[src/hw/rtl/pcicfg_pkg.sv]
// Shared types and constants for the PCI type-0 configuration space responder.
// No dependencies; used by the top level and its port checker.
package pcicfg_pkg;

  localparam int MAX_DEVICES  = 32;
  localparam int SLOT_W       = $clog2(MAX_DEVICES);
  localparam int CONFIG_BYTES = 256;
  localparam int OFF_W        = 12;

  typedef enum logic [1:0] {
    CFG_DEVICE_COUNT   = 2'd0,
    CFG_VENDOR_CODE    = 2'd1,
    CFG_DEVICE_CODE    = 2'd2,
    CFG_SUBSYSTEM_CODE = 2'd3
  } cfg_reg_t;

  typedef enum logic {
    KIND_READ  = 1'b0,
    KIND_WRITE = 1'b1
  } kind_t;

  typedef enum logic {
    STATUS_OK      = 1'b0,
    STATUS_BAD_REG = 1'b1
  } status_t;

  // Reset values of the configuration registers and per-device state
  localparam logic [5:0]  DEVICE_COUNT_RESET   = 6'd4;
  localparam logic [15:0] VENDOR_CODE_RESET    = 16'he1a5;
  localparam logic [15:0] DEVICE_CODE_RESET    = 16'hd0c5;
  localparam logic [15:0] SUBSYSTEM_CODE_RESET = 16'hd0c5;
  localparam logic [15:0] CMD_RESET            = 16'h0006;
  localparam logic [1:0]  PM_RESET             = 2'b00;

  // Writable register offsets
  localparam logic [OFF_W-1:0] OFF_COMMAND = 12'h004;
  localparam logic [OFF_W-1:0] OFF_PMCSR   = 12'h064;
  localparam logic [2:0]       WR_BYTES    = 3'd2;

  // Fixed header image bytes
  localparam logic [7:0] HDR_STATUS_LO  = 8'h10;
  localparam logic [7:0] HDR_REVISION   = 8'ha1;
  localparam logic [15:0] HDR_CLASS     = 16'h0302;
  localparam logic [7:0] HDR_CACHE_LINE = 8'h10;
  localparam logic [7:0] HDR_CAP_PTR    = 8'h60;
  localparam logic [7:0] HDR_INT_LINE   = 8'hff;
  localparam logic [7:0] HDR_INT_PIN    = 8'h01;
  localparam logic [7:0] CAP_ID_PM      = 8'h01;
  localparam logic [7:0] CAP_MSI_OFF    = 8'h68;
  localparam logic [7:0] PM_PMC         = 8'h03;
  localparam logic [7:0] CAP_ID_MSI     = 8'h05;
  localparam logic [7:0] CAP_PCIE_OFF   = 8'h78;
  localparam logic [7:0] MSI_CTRL_LO    = 8'h80;
  localparam logic [7:0] CAP_ID_PCIE    = 8'h10;
  localparam logic [7:0] PCIE_CAP_LO    = 8'h02;
  localparam logic [7:0] PCIE_DEVCAP_LO = 8'h10;

  typedef struct packed {
    kind_t            kind;
    logic [7:0]       bus_number;
    logic [7:0]       dev_function;
    logic [OFF_W-1:0] byte_offset;
    logic [2:0]       access_bytes;
    logic [31:0]      write_data;
  } in_item_t;

  typedef struct packed {
    logic [31:0] read_data;
    status_t     status;
  } out_item_t;

endpackage

[src/hw/rtl/pci_config_space_responder_top.sv]
// Accepts one configuration read or write per cycle unless the result side stalls;
// a result passes through the input register and then the result register before
// it reaches the output. Each slot's command word and power-state bits
// live in flip-flops beside the decoder, so a write is visible to the very next
// access. Stalls on the result side back up through the input register;
// configuration writes are taken at any time.
// Depends on pcicfg_pkg.
module pci_config_space_responder_top (
  input  logic                  clk,
  input  logic                  rst_n,
  input  logic                  in_valid,
  output logic                  in_stall,
  input  pcicfg_pkg::in_item_t  in_data,
  output logic                  out_valid,
  input  logic                  out_stall,
  output pcicfg_pkg::out_item_t out_data,
  input  logic                  cfg_we,
  input  logic [1:0]            cfg_index,
  input  logic [15:0]           cfg_wdata
);

  function automatic logic [7:0] image_byte(
    input logic [7:0]  off,
    input logic [15:0] vendor,
    input logic [15:0] device,
    input logic [15:0] subsys,
    input logic [15:0] cmd,
    input logic [1:0]  pm
  );
    logic [7:0] b;
    b = 8'h00;
    unique case (off)
      8'h00:   b = vendor[7:0];
      8'h01:   b = vendor[15:8];
      8'h02:   b = device[7:0];
      8'h03:   b = device[15:8];
      8'h04:   b = cmd[7:0];
      8'h05:   b = cmd[15:8];
      8'h06:   b = pcicfg_pkg::HDR_STATUS_LO;
      8'h08:   b = pcicfg_pkg::HDR_REVISION;
      8'h0a:   b = pcicfg_pkg::HDR_CLASS[7:0];
      8'h0b:   b = pcicfg_pkg::HDR_CLASS[15:8];
      8'h0c:   b = pcicfg_pkg::HDR_CACHE_LINE;
      8'h2c:   b = vendor[7:0];
      8'h2d:   b = vendor[15:8];
      8'h2e:   b = subsys[7:0];
      8'h2f:   b = subsys[15:8];
      8'h34:   b = pcicfg_pkg::HDR_CAP_PTR;
      8'h3c:   b = pcicfg_pkg::HDR_INT_LINE;
      8'h3d:   b = pcicfg_pkg::HDR_INT_PIN;
      8'h60:   b = pcicfg_pkg::CAP_ID_PM;
      8'h61:   b = pcicfg_pkg::CAP_MSI_OFF;
      8'h62:   b = pcicfg_pkg::PM_PMC;
      8'h64:   b = {6'd0, pm};
      8'h68:   b = pcicfg_pkg::CAP_ID_MSI;
      8'h69:   b = pcicfg_pkg::CAP_PCIE_OFF;
      8'h6a:   b = pcicfg_pkg::MSI_CTRL_LO;
      8'h78:   b = pcicfg_pkg::CAP_ID_PCIE;
      8'h7a:   b = pcicfg_pkg::PCIE_CAP_LO;
      8'h7c:   b = pcicfg_pkg::PCIE_DEVCAP_LO;
      default: b = 8'h00;
    endcase
    return b;
  endfunction

  // Configuration registers
  logic [5:0]  dev_count_r;
  logic [15:0] vendor_r;
  logic [15:0] device_r;
  logic [15:0] subsys_r;

  // Per-slot state
  logic [15:0] cmd_r [pcicfg_pkg::MAX_DEVICES];
  logic [1:0]  pm_r  [pcicfg_pkg::MAX_DEVICES];

  // Pipeline registers
  logic                  s1_valid_r, s1_valid_nxt;
  pcicfg_pkg::in_item_t  s1_item_r;
  logic                  out_valid_r, out_valid_nxt;
  pcicfg_pkg::out_item_t out_item_r, out_item_nxt;

  logic                          adv;
  logic                          take_in;
  logic [pcicfg_pkg::SLOT_W-1:0] slot;
  logic [2:0]                    func;
  logic                          absent;
  logic [pcicfg_pkg::OFF_W:0]    end_off;
  logic                          out_of_range;
  logic                          size_ok;
  logic [31:0]                   rd_word;
  logic [7:0]                    rd_byte [4];
  logic                          wr_commit;
  logic                          wr_cmd;
  logic                          wr_pm;

  // Output slot frees when empty or being taken
  assign adv       = !out_valid_r || !out_stall;
  assign in_stall  = s1_valid_r && !adv;
  assign take_in   = in_valid && !in_stall;
  assign out_valid = out_valid_r;
  assign out_data  = out_item_r;

  assign slot    = s1_item_r.dev_function[7:3];
  assign func    = s1_item_r.dev_function[2:0];
  // A count above the slot range leaves every slot present
  assign absent  = (s1_item_r.bus_number != 8'd0) || (func != 3'd0) ||
                   ({1'b0, slot} >= dev_count_r);
  assign end_off = {1'b0, s1_item_r.byte_offset} +
                   {{(pcicfg_pkg::OFF_W-2){1'b0}}, s1_item_r.access_bytes};
  assign out_of_range = end_off > (pcicfg_pkg::OFF_W+1)'(pcicfg_pkg::CONFIG_BYTES);
  assign size_ok = (s1_item_r.access_bytes == 3'd1) ||
                   (s1_item_r.access_bytes == 3'd2) ||
                   (s1_item_r.access_bytes == 3'd4);

  always_comb begin
    for (int i = 0; i < 4; i++) begin
      rd_byte[i] = image_byte(s1_item_r.byte_offset[7:0] + 8'(i), vendor_r, device_r,
                              subsys_r, cmd_r[slot], pm_r[slot]);
      rd_word[8*i +: 8] = (3'(i) < s1_item_r.access_bytes) ? rd_byte[i] : 8'h00;
    end
  end

  assign wr_commit = s1_valid_r && adv && !absent && !out_of_range &&
                     (s1_item_r.kind == pcicfg_pkg::KIND_WRITE) &&
                     (s1_item_r.access_bytes == pcicfg_pkg::WR_BYTES);
  assign wr_cmd    = wr_commit && (s1_item_r.byte_offset == pcicfg_pkg::OFF_COMMAND);
  assign wr_pm     = wr_commit && (s1_item_r.byte_offset == pcicfg_pkg::OFF_PMCSR);

  always_comb begin
    out_item_nxt.read_data = 32'd0;
    out_item_nxt.status    = pcicfg_pkg::STATUS_OK;
    if (absent) begin
      if (s1_item_r.kind == pcicfg_pkg::KIND_READ) begin
        out_item_nxt.read_data = '1;
      end
    end else if (out_of_range) begin
      out_item_nxt.status = pcicfg_pkg::STATUS_BAD_REG;
    end else if (s1_item_r.kind == pcicfg_pkg::KIND_READ) begin
      if (size_ok) begin
        out_item_nxt.read_data = rd_word;
      end else begin
        out_item_nxt.status = pcicfg_pkg::STATUS_BAD_REG;
      end
    end
  end

  always_comb begin
    s1_valid_nxt = s1_valid_r;
    if (take_in) begin
      s1_valid_nxt = 1'b1;
    end else if (adv) begin
      s1_valid_nxt = 1'b0;
    end
    out_valid_nxt = adv ? s1_valid_r : out_valid_r;
  end

  always_ff @(posedge clk) begin
    if (!rst_n) begin
      s1_valid_r  <= 1'b0;
      out_valid_r <= 1'b0;
    end else begin
      s1_valid_r  <= s1_valid_nxt;
      out_valid_r <= out_valid_nxt;
    end
  end

  always_ff @(posedge clk) begin
    if (take_in) begin
      s1_item_r <= in_data;
    end
    if (adv) begin
      out_item_r <= out_item_nxt;
    end
  end

  always_ff @(posedge clk) begin
    if (!rst_n) begin
      dev_count_r <= pcicfg_pkg::DEVICE_COUNT_RESET;
      vendor_r    <= pcicfg_pkg::VENDOR_CODE_RESET;
      device_r    <= pcicfg_pkg::DEVICE_CODE_RESET;
      subsys_r    <= pcicfg_pkg::SUBSYSTEM_CODE_RESET;
    end else if (cfg_we) begin
      unique case (pcicfg_pkg::cfg_reg_t'(cfg_index))
        pcicfg_pkg::CFG_DEVICE_COUNT:   dev_count_r <= cfg_wdata[5:0];
        pcicfg_pkg::CFG_VENDOR_CODE:    vendor_r    <= cfg_wdata;
        pcicfg_pkg::CFG_DEVICE_CODE:    device_r    <= cfg_wdata;
        pcicfg_pkg::CFG_SUBSYSTEM_CODE: subsys_r    <= cfg_wdata;
      endcase
    end
  end

  always_ff @(posedge clk) begin
    if (!rst_n) begin
      for (int i = 0; i < pcicfg_pkg::MAX_DEVICES; i++) begin
        cmd_r[i] <= pcicfg_pkg::CMD_RESET;
        pm_r[i]  <= pcicfg_pkg::PM_RESET;
      end
    end else begin
      if (wr_cmd) begin
        cmd_r[slot] <= s1_item_r.write_data[15:0];
      end
      if (wr_pm) begin
        pm_r[slot] <= s1_item_r.write_data[1:0];
      end
    end
  end

endmodule

[config.mk]
export PLATFORM = sky130hd
export DESIGN_NAME = pci_config_space_responder_top
export DESIGN_NICKNAME = d
export VERILOG_FILES = /design/src/hw/rtl/pcicfg_pkg.sv /design/src/hw/rtl/pci_config_space_responder_top.sv
export SDC_FILE = /design/constraint.sdc
export NUM_CORES = 1
export LEC_CHECK = 0
export BUFFER_PORTS_ARGS = -buffer_cell sky130_fd_sc_hd__buf_2
export CELL_PAD_IN_SITES_DETAIL_PLACEMENT = 0
export CELL_PAD_IN_SITES_GLOBAL_PLACEMENT = 1
export CORE_ASPECT_RATIO = 1.25
export CORE_MARGIN = 1
export CORE_UTILIZATION = 37
export DETAILED_ROUTE_END_ITERATION = 12
export GPL_TIMING_DRIVEN = 0
export PLACE_DENSITY = 0.65
export SLEW_MARGIN = 0
export SYNTH_ARGS = -nofsm -noshare
export SYNTH_HDL_FRONTEND = slang
export SYNTH_SLANG_ARGS = --single-unit
[constraint.sdc]
create_clock -name clk -period 4.3 [get_ports clk]
set_input_delay 0.645 -clock clk [delete_from_list [all_inputs] [get_ports clk]]
set_output_delay 0.645 -clock clk [all_outputs]
set_load 0.05 [all_outputs]
==> results.py, run 1 <==
metrics = {
    "clock_tree": {
        "cts_buffers": 77,
        "cts_tree": "built",
        "cts_root_buf": "clkbuf_16",
        "htreeDepth": 3,
        "hold_buffers": 0,
        "path_clk_slew_ps": 60,
        "clockBufferDepth": 3,
        "clock-sinks": 718,
        "clock_latency_ps": 670,
    },
    "global_routing": {
        "grt_start_max_net_pins": 34,
        "track_usage": 0.295,
        "grt_pass1_vias": 26529,
        "globalRouteOverflowTotal": 0,
        "grt_antenna_before_repair": 0,
        "grt_pass1_wl_mm": 203,
    },
    "critical_path": {
        "required_ps": 4730,
        "rr_endpoint": "out_data[24]",
        "critical_path_class": "flip-flop to flip-flop",
        "start_kind": "flip-flop",
        "crit_fanout": 10,
        "cp.arrival_ps": 4850,
        "r2r_slack_ps": -110,
        "cp-end-kind": "flip-flop",
        "rr_worst_depth": 9,
    },
    "detailed_routing": {
        "drtAntennaViolNets": 0,
        "drt-pass1-iter-count": 6,
        "via_per_inst": 5.93,
        "avgRoutedWirePerCell_microns": 33.2,
        "vias": 26242,
        "totalWireLength_mm": 147,
        "drtIter0Drc": 2767,
        "drc_errors": 0,
    },
    "sta": {
        "slew_headroom": -0.00406,
        "final_hold_viol_count": 0,
        "slew_violations": 1,
        "fin_crit_sh": 1.03,
        "fin_ws_ps": -110,
        "setup_viol": 2,
        "finClkSkew_ps": 56.4,
        "finalWorstPathRequiredPeriod_ps": 4410,
        "max_freq_mhz": 227,
        "worst_pin_slew_ps": 1490,
        "fin_tns_setup_ps": -136,
        "rsz0062_at_grt": "yes",
    },
    "placed_design": {
        "place_area_sq_um": 38500,
        "dp_worst_setup_slack_ps": -1430,
        "globalplace.congestion": 0.961,
        "dp_hpwl_mm": 109,
        "port_buffers": 104,
    },
    "power": {
        "p_comb_frac": 0.118,
        "power.density_cell_area_nw_per_um2": 402,
        "intPower_mw": 12.4,
        "seqPwrFrac": 0.473,
        "p_switching_mw": 4.54,
        "ir_drop_mv": 0.321,
        "total_leakage_power_nw": 14.8,
        "p_sw_frac": 0.268,
        "power_mw": 16.9,
        "clockPowerShare": 0.409,
    },
    "finish": {
        "antennaDiodeCount": 0,
        "multi_input_area_sq_um": 14900,
        "drive_above_1_share": 0.209,
        "fin_nets": 3156,
        "areaGrowthSynthToFinish_pct": 16.1,
        "nFillCells": 9097,
        "regArea_sq_um": 21000,
        "fin_area_sq_um": 42100,
    },
    "synthesis": {
        "yosysSeqAreaShare": 0.577,
        "synth_edf_count": 657,
        "syn_nets": 2949,
        "synth_warnings": 0,
        "synth_seq_cells": 718,
        "avgSynthCellArea_sq_um": 12.7,
        "synth_cell_types": 94,
        "netlist_area_sq_um": 36300,
        "netlist_instances": 2850,
        "synth_ff_type": "edfxtp_1",
        "async_flop_share": 0,
    },
    "die": {
        "die_x_microns": 282,
        "initial_core_util": 0.373,
        "num_rows": 128,
        "fp.coreArea_sq_um": 97400,
        "die_h_microns": 352,
        "ios": 122,
        "die_area_sq_um": 99400,
    },
    "outcome": {
        "violations": "capacitance limit, slew limit, setup timing",
        "status": "complete, but fails checks",
    },
    "hold_path": {
        "whs_endpoint": "s1_item_r[1]",
        "whs_path_depth": 1,
        "hp-class": "primary input to flip-flop",
        "hold_start": "in_data[1]",
    },
    "flow_run": {
        "drv_cap": 1,
    },
}
[how the worst max path moves through the flow]
| stage | start | end | slack [ps] | cells after the start |
|---|---|---|---|---|
| after floorplan | s1_item_r[32] | cmd_r[18][0] | 610 | 10 |
| after CTS | s1_item_r[37] | out_data[9] | 2 | 10 |
| final | flip-flop | out_data[24] | -110 | 9 |
| after global routing | s1_item_r[32] | pm_r[17][1] | -30 | 12 |
| after global placement | flip-flop | out_data[19] | -1980 | 9 |
| after detailed placement | flip-flop | out_data[20] | -1430 | 11 |
[kinds of logic after synthesis]
logic type      share of synthesized area
compound gates                     0.0847
xor+xnor                          0.00458
fa+ha+maj                         0.00434
buf+inv                            0.0298
flops                               0.577
mux                                 0.104
simple gates                        0.196
[Yosys cell counts (13+ instances only)]
library cell    n  share of area
and2_1        459          0.079
a221oi_1       22         0.0053
o21ai_0        94          0.013
a32oi_1        17         0.0041
nand2b_1      110          0.019
nand2_1       245          0.025
nor2_1        127          0.013
nor4_1         19         0.0033
nand3_1        72         0.0099
mux2i_1        39          0.011
inv_1          13         0.0013
clkbuf_1      147          0.015
dfxtp_1        61          0.034
buf_2          67         0.0092
a21boi_0       33         0.0068
nand4_1        21         0.0036
nor3_4         30          0.013
nor3_1         41         0.0057
a21oi_1        34         0.0047
a211oi_1       16         0.0033
a22oi_1        38         0.0079
nor2b_1        19         0.0033
edfxtp_1      657           0.54
and3_1         24         0.0041
a22o_1         19         0.0046
mux4_2        148          0.092
[stage by stage]
step / utilization / hold WS (ps) / std cells
6_report: 0.433 / 149 / 4422
5_1_grt: 0.433 / 137 / 4422
4_1_cts: 0.427 / 128 / 4407
3_5_place_dp: 0.395 / 501 / 4257
3_3_place_gp: 0.395 / 500 / 4254
2_1_floorplan: - / 464 / 2850
[power groups by stage]
stage | registers, mW | logic, mW | clock network (mW)
final | 7.99 | 2.00 | 6.93
after CTS | 7.99 | 1.93 | 6.97
after detailed placement | 8.15 | 1.87 | 0
after global routing | 8.01 | 2.06 | 7.23
after global placement | 8.13 | 1.85 | 0
after floorplan | 8.13 | 0.983 | 0
[final cells by class]
type                       instances  area share
buffer                           235      0.0262
clock buffer                      93      0.0482
clock inverter                    51      0.0134
inverter                          16     0.00146
multi-input combinational       1879       0.354
sequential                       718       0.497
tap                             1300      0.0386
timing repair buffer             130      0.0205
[per-layer routing]
| metal | track usage | part of all wire | up-vias |
|---|---|---|---|
| met5 | 0 | 0 | - |
| met4 | 0.196 | 0.081 | 0 |
| met3 | 0.0424 | 0.057 | 441 |
| met2 | 0.523 | 0.51 | 1257 |
| met1 | 0.326 | 0.35 | 13381 |
| li1 | - | - | 11163 |
[cell usage in the layout, fill, tap and decap left out, drive strengths merged, types with 8 or more instances in the layout]
cell / n
xnor2: 12
buf: 213
nand2: 246
ha: 11
a22oi: 38
a2111oi: 12
and3: 24
nor3: 73
bufinv: 9
a22o: 19
clkinv: 33
nand3: 72
inv: 19
o211ai: 10
o21ai: 106
or2: 9
a211oi: 18
edfxtp: 657
a21oi: 34
nor4: 24
nor2b: 20
clkbuf: 243
mux4: 148
nand2b: 110
nand4: 23
and2: 461
a21boi: 33
nor2: 128
a221oi: 22
and4: 8
a32oi: 17
dfxtp: 61
a31oi: 12
mux2i: 39
[sequential cells by signal (all words and copies together), names as in the netlist, 3 cells and up, named ones only]
register	flops
cmd_r	512
pm_r	64
s1_item_r	45
out_data	33
device_r	16
subsys_r	16
vendor_r	16
dev_count_r	6
func	3
[worst max-delay path, cell delays in order (launching register included)]
cell,delay [ps]
dfxtp_1,300
buf_2,240
buf_2,550
clkbuf_4,530
mux4_2,330
mux2i_1,170
a221oi_1,1160
a22oi_1,230
and3_1,320
o21ai_0,350
[timing repair]
| item | 4_1_cts | 5_1_grt |
|---|---|---|
| resized for setup | 141 | 84 |
| pin swaps | 5 | 6 |
| endpoints found under the hold margin | 0 | 0 |
| setup buffers | 6 | 17 |
| setup endpoints to repair | 984 | 375 |
(Power assumes the default switching activity.)
==> run 2, diff against run 1 <==
--- a/config.mk
+++ b/config.mk
@@ -11,8 +11,10 @@
 export CORE_ASPECT_RATIO = 1.25
 export CORE_MARGIN = 1
 export CORE_UTILIZATION = 37
+export CTS_BUF_LIST = sky130_fd_sc_hd__clkbuf_16
 export DETAILED_ROUTE_END_ITERATION = 12
 export GPL_TIMING_DRIVEN = 0
+export MAX_ROUTING_LAYER = met4
 export PLACE_DENSITY = 0.65
 export SLEW_MARGIN = 0
 export SYNTH_ARGS = -nofsm -noshare
==> results.py, run 2 (same netlist as run 1, synthesis figures left out) <==
metrics = {
    "outcome": {
        "status": "complete, but fails checks",
        "violations": "setup timing",
    },
    "global_routing": {
        "grt_pass1_vias": 26673,
        "grt_start_max_net_pins": 34,
        "globalRouteOverflowTotal": 0,
        "track_usage": 0.307,
        "grt_pass1_wl_mm": 205,
        "grt_antenna_before_repair": 4,
    },
    "power": {
        "power_mw": 16.6,
        "total_leakage_power_nw": 14.7,
        "clockPowerShare": 0.397,
        "p_sw_frac": 0.273,
        "intPower_mw": 12.0,
        "power.density_cell_area_nw_per_um2": 397,
        "p_switching_mw": 4.53,
        "ir_drop_mv": 0.318,
        "p_comb_frac": 0.120,
        "seqPwrFrac": 0.482,
    },
    "clock_tree": {
        "cts_buffers": 78,
        "clock-sinks": 718,
        "cts_tree": "built",
        "path_clk_slew_ps": 60,
        "clockBufferDepth": 3,
        "htreeDepth": 3,
        "cts_root_buf": "clkbuf_16",
        "clock_latency_ps": 670,
    },
    "flow_run": {
        "drv_cap": 0,
    },
    "die": {
        "ios": 122,
        "die_area_sq_um": 99400,
        "die_h_microns": 352,
        "fp.coreArea_sq_um": 97400,
        "die_x_microns": 282,
        "initial_core_util": 0.373,
        "num_rows": 128,
    },
    "detailed_routing": {
        "drtAntennaViolNets": 0,
        "drc_errors": 0,
        "vias": 26251,
        "drt-pass1-iter-count": 8,
        "via_per_inst": 5.93,
        "totalWireLength_mm": 148,
        "avgRoutedWirePerCell_microns": 33.5,
        "drtIter0Drc": 2598,
    },
    "finish": {
        "top_regs": "cmd_r: 512 flops, pm_r: 64 flops, s1_item_r: 45 flops",
        "largest-register": "cmd_r",
        "layoutNonFillerInstCount": 4425,
        "final_common_cell": "edfxtp_1",
        "fin_nets": 3159,
        "areaGrowthSynthToFinish_pct": 15.1,
        "drive_above_1_share": 0.204,
        "largest_reg_flops": 512,
        "layout_common_cells": "657 x edfxtp_1, 459 x and2_1, 244 x nand2_1",
    },
    "critical_path": {
        "required_ps": 4780,
        "critical_path_class": "flip-flop to flip-flop",
        "r2r_slack_ps": -8,
        "cp.arrival_ps": 4790,
        "crit_fanout": 10,
        "cp-end-kind": "flip-flop",
        "start_kind": "flip-flop",
    },
    "sta": {
        "worst_pin_slew_ps": 1410,
        "setup_viol": 1,
        "finClkSkew_ps": 45.2,
        "slew_headroom": 0.0602,
        "finalWorstPathRequiredPeriod_ps": 4310,
        "final_hold_viol_count": 0,
        "whs_ps": 151,
        "max_freq_mhz": 232,
        "slew_violations": 0,
        "fin_ws_ps": -8.48,
        "rsz0062_at_grt": "yes",
        "fin_crit_sh": 1.00,
    },
    "hold_path": {
        "hp-class": "primary input to flip-flop",
    },
    "placed_design": {
        "port_buffers": 104,
        "dp_hpwl_mm": 111,
        "globalplace.congestion": 1.03,
        "dp.cells": 4260,
    },
}
## run 2: cell count changes in the layout (fill, tap and decap cells not counted), moves of 4 or more
cell and change:
buf_12 -4, clkinv_1 +11, nand2b_4 -13, o21ai_0 +5, o21ai_1 -4, buf_4 +6, inv_1 +12, nand2b_2 +13
clkbuf_1 -12, bufinv_16 -5, nor2_2 +4
## run 2: repair_timing
item | 4_1_cts | 5_1_grt
pin swaps | 1 | 3
setup buffers | 15 | 5
resized for setup | 127 | 61
endpoints found under the setup margin | 882 | 417
hold buffers | 0 | 0
## run 2: path summary, 6_finish.rpt
check | to | start | depth (start not counted)
setup / recovery | out_data[25] | s1_item_r[36] | 13
hold / removal | s1_item_r[4] | in_data[4] | 1
hold reg to reg | dev_count_r[2] | dev_count_r[2] | 2
setup reg to reg | out_data[25] | s1_item_r[36] | 13
## run 2: through the flow
step                      setup WS [ps]  area (sq um)  setup TNS (ps)   util
after floorplan                     612         36300               0      -
after global placement            -1900         38400         -693930  0.395
after detailed placement          -1320         38500         -444240  0.396
after CTS                          16.5         41600               0  0.427
after global routing              -3.42         41800           -6.08  0.429
final                             -8.48         41800           -8.48  0.429
## run 2: worst max-delay path, stage by stage (launching register included)
cell and delay (ps):
edfxtp_1 370, buf_2 250, clkbuf_2 290, inv_1 140, ha_1 300, a21o_1 200
buf_2 210, mux2i_1 140, o21ai_0 830, a32oi_1 380, a41oi_1 290, a21oi_1 100
a41o_1 360, o21ai_0 280
## run 2: cell type report
| cell class | count | area (sq um) |
|---|---|---|
| buffer | 237 | 1120 |
| tap | 1300 | 1630 |
| sequential | 718 | 21000 |
| clock buffer | 79 | 1980 |
| multi-input combinational | 1879 | 14700 |
| antenna | 2 | 5.00 |
| inverter | 16 | 60.1 |
| timing repair buffer | 130 | 821 |
| fill | 9151 | 55600 |
| clock inverter | 64 | 498 |
## run 2: metal layers
metal  up-vias  wire length [microns]  GRT usage
met5         -                      0          -
met4         0                  13200      0.223
met3       462                   8080     0.0395
met2      1266                  75900      0.524
met1     13382                  51000      0.326
li1      11141                      -          -
## run 2: power by group through the flow
stage	registers, mW	logic, mW	clock network [mW]
after floorplan	8.13	0.983	0
after global placement	8.14	1.88	0
after detailed placement	8.15	1.90	0
after CTS	8.00	1.96	6.67
after global routing	8.01	2.05	6.92
final	8.00	2.00	6.59
